==> src/rtl/rcc_pkg.sv <==
`default_nettype none

package rcc_pkg;

  localparam int unsigned MaxPointsDefault = 512;
  localparam int unsigned IdxW             = 9;
  localparam int unsigned DistW            = 9;
  localparam int unsigned RatioW           = 7;
  localparam int unsigned ProdW            = 16;
  localparam int unsigned InDataW          = 40;
  localparam int unsigned OutDataW         = 32;
  localparam int unsigned ApbAddrW         = 3;
  localparam int unsigned ApbDataW         = 32;
  localparam int unsigned RegIdxRatio      = 0;
  localparam logic [RatioW-1:0] RatioReset = 7'd65;
  localparam logic [ProdW-1:0]  Hundred    = 16'd100;

  typedef enum logic [1:0] {
    KindStore = 2'd0,
    KindCheck = 2'd1,
    KindClear = 2'd2
  } kind_e;

  typedef struct packed {
    logic             valid;
    logic [IdxW-1:0]  partner;
  } entry_t;

  typedef struct packed {
    logic wr_en;
    logic rd_en;
    logic clear_start;
  } tbl_ctrl_t;

  function automatic logic passes_ratio(
    input logic [DistW-1:0]  best,
    input logic [DistW-1:0]  second,
    input logic              has_second,
    input logic [RatioW-1:0] ratio
  );
    logic [ProdW-1:0] lhs;
    logic [ProdW-1:0] rhs;
    lhs = ProdW'(best) * Hundred;
    rhs = ProdW'(ratio) * ProdW'(second);
    return has_second && (lhs <= rhs);
  endfunction

endpackage

`default_nettype wire

==> src/rtl/rcc_cfg.sv <==
`default_nettype none

module rcc_cfg (
  input  wire logic                            clk_i,
  input  wire logic                            rst_ni,
  input  wire logic                            psel,
  input  wire logic                            penable,
  input  wire logic                            pwrite,
  input  wire logic [rcc_pkg::ApbAddrW-1:0]    paddr,
  input  wire logic [rcc_pkg::ApbDataW-1:0]    pwdata,
  output logic      [rcc_pkg::ApbDataW-1:0]    prdata,
  output logic                                 pready,
  output logic      [rcc_pkg::RatioW-1:0]      ratio_o
);

  logic [rcc_pkg::RatioW-1:0] ratio_q;
  logic [rcc_pkg::RatioW-1:0] ratio_d;
  logic                       sel_ratio;

  assign sel_ratio = (32'(paddr[rcc_pkg::ApbAddrW-1:2]) == rcc_pkg::RegIdxRatio);
  assign pready    = 1'b1;

  always_comb begin
    ratio_d = ratio_q;
    if (psel && penable && pwrite && pready && sel_ratio) begin
      ratio_d = pwdata[rcc_pkg::RatioW-1:0];
    end
  end

  always_ff @(posedge clk_i or negedge rst_ni) begin
    if (!rst_ni) begin
      ratio_q <= rcc_pkg::RatioReset;
    end else begin
      ratio_q <= ratio_d;
    end
  end

  assign prdata  = sel_ratio ? rcc_pkg::ApbDataW'(ratio_q) : '0;
  assign ratio_o = ratio_q;

endmodule

`default_nettype wire

==> config.mk <==
export PLATFORM = sky130hd
export DESIGN_NAME = rcc_cfg
export DESIGN_NICKNAME = d
export VERILOG_FILES = /design/src/rtl/rcc_pkg.sv /design/src/rtl/rcc_cfg.sv
export SDC_FILE = /design/constraint.sdc
export NUM_CORES = 1
export LEC_CHECK = 0
export BUFFER_PORTS_ARGS = -buffer_cell sky130_fd_sc_hd__buf_2
export CORE_MARGIN = 2
export CORE_UTILIZATION = 31
export DETAILED_ROUTE_END_ITERATION = 8
export GPL_TIMING_DRIVEN = 0
export PLACE_DENSITY = 0.92
export SLEW_MARGIN = 15
export SYNTH_ARGS = -nofsm -noshare
export SYNTH_HDL_FRONTEND = slang
export SYNTH_SLANG_ARGS = --single-unit
==> constraint.sdc <==
create_clock -name clk_i -period 1.5 [get_ports clk_i]
set_clock_uncertainty 0.05 [all_clocks]
set_input_delay 0 -clock clk_i [delete_from_list [all_inputs] [get_ports clk_i]]
set_output_delay 0 -clock clk_i [all_outputs]
set_load 0.05 [all_outputs]
==> results of run 1 <==
-- area by class of cell --
cell class,count,area [sq um],share of cell area [%]
plain buffers,26,195,21.9
clock buffers,4,26.3,2.95
multi-input cells,41,262,29.3
flip-flops and latches,7,178,19.9
well taps,17,21.3,2.38
repair buffers,34,210,23.6
-- worst max path at each step --
stage                from   endpoint  slack (ns)  cells after the start
6_report       ratio_o[6]  prdata[6]        0.29                      2
5_1_grt        ratio_o[6]  prdata[6]        0.26                      2
4_1_cts        ratio_o[6]  prdata[6]        0.28                      2
3_5_place_dp   ratio_o[6]  prdata[6]        0.55                      2
3_3_place_gp   ratio_o[6]  prdata[6]        0.57                      2
2_1_floorplan  ratio_o[0]  prdata[0]        0.43                      1
-- cell families after synthesis --
group	synth area share (%)
buf+inv	35.9
flops	32.6
other cells	1.38
simple gates	15.6
mux	14.5
-- timing repair --
| item | in CTS | in global routing |
|---|---|---|
| hold buffers | 8 | 0 |
| hold endpoints to repair | 14 | 0 |
| endpoints found under the setup margin | 0 | 0 |
-- per-stage QoR --
| step | hold slack, ns | instances | area, sq um | power [mW] | worst slack (ns) |
|---|---|---|---|---|---|
| after floorplan | -0.346 | 74 | 634 | 0.771 | 0.428 |
| after global placement | -0.210 | 117 | 786 | 0.860 | 0.565 |
| after detailed placement | -0.212 | 117 | 786 | 0.869 | 0.554 |
| after CTS | 0.0594 | 129 | 892 | 1.07 | 0.277 |
| after global routing | 0.0545 | 129 | 892 | 1.11 | 0.255 |
| final | 0.0702 | 129 | 892 | 1.06 | 0.290 |
-- per-layer routing --
layer	wire, um	track usage, %	vias to the layer above
li1	-	-	230
met1	329	7.00	206
met2	615	23.1	31
met3	165	5.95	2
met4	8	8.57	0
met5	0	0	-
-- layout by cell type (no fill, tap or decap) --
master	synthesis	final
clkbuf_4	0	3
buf_4	26	26
clkbuf_1	0	1
buf_2	0	26
nand4b_4	1	1
mux2_2	7	7
dlygate4sd3_1	0	8
dfstp_2	2	2
and2b_2	7	7
dfrtp_1	5	5
conb_1	2	26
-- critical path, cell delays in order, from the launching register on --
cell and delay [ns]:
dfstp_2 0.53, and2b_2 0.13, buf_2 0.25
-- power by group through the flow --
stage	logic, mW	clock network [mW]	registers (mW)
finish	0.619	0.175	0.266
floorplan	0.353	0	0.418
detailed placement	0.601	0	0.268
CTS	0.618	0.182	0.267
global route	0.643	0.198	0.271
global placement	0.596	0	0.265
==> impl_metrics.ini, run 1 <==
[clock_network]
clk_path_buf_depth = 2
post_cts_buffers = 0
clk_pin_slew_worst_paths_ns = 0.05
cts_root_buffer = clkbuf_4
htreeDepth = 1
cts_buffers = 3
insertion_delay_ns = 0.25
tritoncts = built
clock_sinks = 7
cts-resized-gates = 0

[sta]
finalSetupViolCount = 0
timing.final.crit_share_pct = 80.7
drv_slew = 0
fin_setup_tns_ns = 0
rsz0062_at_grt = false
hold_viol = 0
max_freq_mhz = 827
finalCriticalPeriod_ns = 1.21

[logic_synthesis]
synth_edf_count = 0
ys_ff_latch = 7
yosysMostFrequentCell = buf_4
yosysSeqAreaShare_pct = 32.6
synth_top_area_share_pct = 35.9
synth_area_sq_um = 544
syn_inst = 50
synth_top_cells_by_area = buf_4, dfrtp_1, mux2_2
ys.flop_type = dfrtp_1
yosysUniqueCellTypes = 7
synth_commonest_cells = buf_4, and2b_2, mux2_2
async_reset_ff_share_pct = 100
yosysTopAreaCell = buf_4
syn_area_per_cell_sq_um = 10.9
ys_warn_count = 0

[detailed_routing]
drt_iter0_markers = 4
wire_per_inst_um = 8.67
vias_per_cell = 3.64
routed_wl_um = 1120
vias = 469
first_pass_iters = 4
drtAntennaViolNets = 0
drc = 0

[pwr]
peakVddDrop_mv = 0.459
comb_power_share_pct = 58.4
internal_power_mw = 0.509
clockPowerShare_pct = 16.5
seqPwrFrac_pct = 25.1
leakagePower_nw = 0.547
netSwitchingFraction_pct = 52.0
p_per_area_nw_per_um2 = 1190
p_switching_mw = 0.551

[floorplanning]
core-area_sq_um = 1690
ios = 80
die_w_um = 45.9
start_util_pct = 32.2
die_h_um = 45.9
dieArea_sq_um = 2110
core.rowCount = 15

[global_route]
track_usage_pct = 11.5
overflow = 0
grt_first_pass_wirelength_um = 1540
antenna_found_initial = 0
grt_pass1_vias = 383
grt_max_degree = 9

[flow_run]
cap_violations = 0

[worst_setup_path]
r2r-end = ratio_o[4]
critPathCaptureType = output port
rr_worst_depth = 1
regToRegStartpoint = ratio_o[4]
r2r_slack_ns = 0.66
arrival_ns = 1.16
crit_type = reg2out
worstPathMaxFanout = 3
crit_required_ns = 1.45
start_kind = flop

[outcome]
status = completed

[cells_and_area]
drive_gt1_share_pct = 64.3
finalNetCount = 153
largest_reg_flops = 7
post-route-util_pct = 52.8
antenna_cells = 0
fillers = 155
synthToLayoutAreaGrowth_pct = 63.9

[placed_design]
place_congestion = 0.603
numPortBuffers = 26

[hold_path]
worstHoldPathType = in2async
Power figures use the tool's default switching activity.
==> inputs of run 2 (changes only) <==
Settings changed: ABC_AREA set to 1, CORE_UTILIZATION 31 to 27, PLACE_DENSITY 0.92 to 0.83.
Clock period 1.5 ns to 1 ns, I/O delays scaled along.
==> run 2 against run 1 <==
Net effect:
- the run now ends with setup timing left
- critical endpoint is now prdata[0]
- core utilization grew 3.2 points
- cell count grew 31%
- combinational power grew 76%
- routed wire length grew 18%
- clock power grew 46%
- largest power group unchanged
- sequential power grew 52%
==> impl_metrics.ini, run 2 <==
[outcome]
status = finished with violations
violations = setup timing

[pwr]
leakagePower_nw = 0.643
peakVddDrop_mv = 0.726
p_per_area_nw_per_um2 = 1570
p_total_mw = 1.75

[cells_and_area]
synthToLayoutAreaGrowth_pct = 93.5
layout_commonest_cell = buf_4
post-route-util_pct = 56.1
largest_reg_flops = 7
post-route-cell-area_sq_um = 1110
finalNetCount = 183
final_cells = 169
fillers = 197
seq_area_sq_um = 184
drive_gt1_share_pct = 59.9
antenna_cells = 0
mostFrequentLayoutCells = buf_4, conb_1, buf_2, nand2_1, buf_6
multi_input_area_sq_um = 302

[worst_setup_path]
crit_type = reg2out
arrival_ns = 1.07
critPathCaptureType = output port
crit_required_ns = 0.95
worstPathMaxFanout = 2
start_kind = flop

[clock_network]
cts_buffers = 3
insertion_delay_ns = 0.25
clock_sinks = 7
cts_root_buffer = clkbuf_4
tritoncts = built
htreeDepth = 1
clk_path_buf_depth = 2
clk_pin_slew_worst_paths_ns = 0.05

[logic_synthesis]
ys.flop_type = dfrtp_1
ys_ff_latch = 7
yosysTopAreaCell = buf_4
synth_top_cells_by_area = buf_4, dfrtp_1, nand2_1
yosysSeqAreaShare_pct = 30.9
synth_commonest_cells = buf_4, nand2_1, inv_1
async_reset_ff_share_pct = 100
syn_area_per_cell_sq_um = 7.56
synth_edf_count = 0
ys_warn_count = 0
synth_top_area_share_pct = 34.0
syn_inst = 76
yosysUniqueCellTypes = 12
synth_area_sq_um = 574
yosysMostFrequentCell = buf_4

[floorplanning]
dieArea_sq_um = 2510
die_w_um = 50.1
core.rowCount = 16
start_util_pct = 29.0
die_h_um = 50.1
core-area_sq_um = 1980
ios = 80

[global_route]
antenna_found_initial = 0
track_usage_pct = 10.8
grt_max_degree = 9
grt_pass1_vias = 490
overflow = 0
grt_first_pass_wirelength_um = 1980

[detailed_routing]
vias_per_cell = 3.47
drc = 0
drtAntennaViolNets = 0
wl_met3_um = 168
first_pass_iters = 3
drt_iter0_markers = 4
top_layer_used = met4
wire_per_inst_um = 7.81
wl_met2_um = 699
routed_wl_um = 1320
vias = 586
wl_met1_um = 415

[placed_design]
post-place-ws_ns = 0.0313
place_congestion = 0.680
numPortBuffers = 25
dp.cells = 152
dpl_cell_area_sq_um = 882

[sta]
drv_slew = 0
fin_setup_tns_ns = -0.442
timing.final.crit_share_pct = 112
rsz0062_at_grt = true
finalSetupViolCount = 5
hold_viol = 0
fin_hold_ws_ns = 0.0532
finalCriticalPeriod_ns = 1.12
max_freq_mhz = 889
fin_ws_ns = -0.124

[hold_path]
worstHoldPathType = in2async

[flow_run]
cap_violations = 0
-- run 2: cell count changes after synthesis --
| cell | previous run | this run |
|---|---|---|
| nand4b_4 | 1 | 0 |
| inv_1 | 0 | 8 |
| buf_6 | 0 | 1 |
| nand2_4 | 0 | 1 |
| and2b_2 | 7 | 0 |
| mux2_2 | 7 | 0 |
| nand3_1 | 0 | 7 |
| nor2_1 | 0 | 7 |
| nand2_1 | 0 | 15 |
| nor2_8 | 0 | 1 |
| inv_2 | 0 | 1 |
-- run 2: path summary, 6_finish.rpt --
| path | startpoint | to | slack (ns) | cells after the start |
|---|---|---|---|---|
| worst max-delay path | ratio_o[0] | prdata[0] | -0.12 | 3 |
| worst min-delay path | rst_ni | ratio_o[1] | 0.05 | 2 |
| worst max register to register | ratio_o[0] | ratio_o[0] | -0.02 | 5 |
| worst min register to register | ratio_o[1] | ratio_o[1] | 0.46 | 2 |
| max in group asynchronous | rst_ni | ratio_o[0] | 0.63 | 2 |
| min in group clk_i | penable | ratio_o[0] | 0.07 | 5 |
-- run 2: logic make-up after synthesis --
logic type,share of synthesized area (%)
buffers and inverters,41.8
flip-flops,30.9
other,1.31
AND/OR/NAND/NOR,25.9
-- run 2: cell type report --
| class | count | area share (%) |
|---|---|---|
| inverters | 9 | 3.04 |
| plain buffers | 27 | 18.6 |
| well taps | 27 | 3.04 |
| flip-flops and latches | 7 | 16.6 |
| repair buffers | 38 | 29.3 |
| clock buffers | 4 | 2.36 |
| multi-input cells | 57 | 27.1 |
-- run 2: repair_timing --
action	CTS	global route
cloned	0	0
resized for setup	24	7
pin swaps	2	2
setup buffers	4	1
hold endpoints to repair	14	0
hold buffers	8	0
endpoints found under the setup margin	9	8
-- run 2: metal layers --
| metal | GRT usage (%) | up-vias |
|---|---|---|
| met5 | 0 | - |
| li1 | - | 304 |
| met2 | 18.6 | 35 |
| met1 | 10.4 | 242 |
| met3 | 3.64 | 5 |
| met4 | 8.33 | 0 |
-- run 2: where the power goes --
part	switching (mW)	total, mW	internal (mW)
sequential	0.0487	0.405	0.356
clock	0.103	0.256	0.152
combinational	0.723	1.09	0.364
-- run 2: critical path, cell delays in order, from the launching register on --
cell     delay [ns]
dfstp_2        0.55
inv_2          0.05
nor2_4         0.07
buf_6          0.15
==> inputs of run 3 (changes only) <==
Settings changed: ABC_AREA 1 to not set, CORE_UTILIZATION 27 to 26.
==> run 3 against run 2 <==
Net effect:
- the flow still finishes with violations (setup timing)
- critical endpoint unchanged
- clock power barely moved
- sequential share of layout area is 1.4 points higher
- final area decreased by 7.9%
- critical path type unchanged
- worst hold slack improved by 0.020 ns
- clock-buffer cell count is the same
- critical path depth down 1
- flip-flop and latch count unchanged
- combinational power is essentially flat
- register-to-register slack improved by 0.14 ns
- highest routed layer unchanged
==> impl_metrics.ini, run 3 (synthesized netlist as in run 1, its figures left out) <==
[outcome]
status = finished with violations
violations = setup timing

[detailed_routing]
wire_per_inst_um = 8.90
drtAntennaViolNets = 0
wl_met2_um = 707
first_pass_iters = 2
routed_wl_um = 1260
drt_iter0_markers = 1
drc = 0
vias = 481
wl_met1_um = 425
top_layer_used = met4
wl_met3_um = 119
vias_per_cell = 3.39

[placed_design]
dpl_cell_area_sq_um = 807
place_congestion = 0.603
dp.cells = 127
numPortBuffers = 26

[sta]
finalCriticalPeriod_ns = 1.13
fin_setup_tns_ns = -0.609
hold_viol = 0
rsz0062_at_grt = true
timing.final.crit_share_pct = 113
fin_ws_ns = -0.131
max_freq_mhz = 884
finalSetupViolCount = 9
drv_slew = 0

[floorplanning]
core-area_sq_um = 1960
core.rowCount = 16
die_h_um = 49.8
start_util_pct = 27.7
dieArea_sq_um = 2480
die_w_um = 49.8
ios = 80

[clock_network]
clk_pin_slew_worst_paths_ns = 0.06
htreeDepth = 1
tritoncts = built
cts_buffers = 3
insertion_delay_ns = 0.25
cts_root_buffer = clkbuf_4
clk_path_buf_depth = 2
clock_sinks = 7

[cells_and_area]
mostFrequentLayoutCells = buf_4, conb_1, buf_2, dlygate4sd3_1, buf_6
antenna_cells = 0
seq_area_sq_um = 184
largest_reg_flops = 7
synthToLayoutAreaGrowth_pct = 88.0
multi_input_area_sq_um = 264
post-route-cell-area_sq_um = 1020
fillers = 189
final_cells = 142
drive_gt1_share_pct = 69.6
finalNetCount = 156
layout_commonest_cell = buf_4

[global_route]
track_usage_pct = 10.8
grt_max_degree = 9
grt_first_pass_wirelength_um = 1940
overflow = 0
antenna_found_initial = 0
grt_pass1_vias = 426

[worst_setup_path]
crit_required_ns = 0.95
worstPathMaxFanout = 3
arrival_ns = 1.08
start_kind = flop
crit_type = reg2out
critPathCaptureType = output port

[pwr]
p_switching_mw = 0.863
clockPowerShare_pct = 14.5
internal_power_mw = 0.930
leakagePower_nw = 0.578
peakVddDrop_mv = 0.885
comb_power_share_pct = 62.5
p_per_area_nw_per_um2 = 1750
seqPwrFrac_pct = 23.0
netSwitchingFraction_pct = 48.1

[hold_path]
worstHoldPathType = in2async

[flow_run]
cap_violations = 0
## run 3: changes by cell type in the layout (fill, tap and decap cells not counted), moves of 2 or more
cell     change
buf_6        -3
and2b_2      +5
and2b_4      +2
inv_2        -8
mux2_2       +7
nand3_1      -7
nand2_1     -14
nor2_4       -7
## run 3: final timing paths
kind                            start    endpoint  slack (ns)  cells past startpoint
max                        ratio_o[0]   prdata[0]       -0.13                      2
min                            rst_ni  ratio_o[1]        0.07                      2
max reg2reg                ratio_o[6]  ratio_o[6]        0.12                      2
min reg2reg                ratio_o[4]  ratio_o[4]        0.47                      1
max in group asynchronous      rst_ni  ratio_o[6]        0.60                      2
min in group clk_i            penable  ratio_o[4]        0.14                      3
## run 3: final cells by class
type                            count  share of cell area, %
Multi-Input combinational cell     41                   25.8
Timing Repair Buffer               37                   31.3
Sequential cell                     7                   18.0
Tap cell                           27                   3.30
Clock buffer                        4                   2.57
Buffer                             26                   19.1
## run 3: per-stage QoR
| stage | utilization, % | hold slack [ns] | power [mW] | setup WS [ns] |
|---|---|---|---|---|
| floorplan | - | -0.346 | 1.17 | -0.0260 |
| CTS | 51.1 | 0.0628 | 1.75 | -0.132 |
| global route | 52.2 | 0.0662 | 1.88 | -0.170 |
| global placement | 41.1 | -0.203 | 1.31 | 0.0618 |
| finish | 52.2 | 0.0734 | 1.79 | -0.131 |
| detailed placement | 41.1 | -0.203 | 1.32 | 0.0466 |
## run 3: per-layer routing
layer / up-vias / global-route usage [%]
met4: 0 / 6.94
met2: 29 / 20.2
met5: - / 0
li1: 239 / -
met1: 211 / 9.62
met3: 2 / 3.64
## run 3: timing repair
action | in CTS | in global routing
resized for setup | 23 | 4
pin swaps | 0 | 0
buffers inserted | 2 | 1
setup endpoints to repair | 9 | 10
endpoints found under the hold margin | 14 | 0
hold buffers | 8 | 0
## run 3: critical path: stages, from the launching register on
cell and delay (ns):
dfstp_2 0.54, and2b_4 0.16, buf_8 0.14
## run 3: power groups by stage
stage          combinational, mW  sequential, mW  clock [mW]
2_1_floorplan              0.536           0.638           0
3_3_place_gp               0.903           0.404           0
3_5_place_dp               0.909           0.414           0
4_1_cts                     1.08           0.408       0.268
5_1_grt                     1.16           0.424       0.294
6_report                    1.12           0.413       0.259
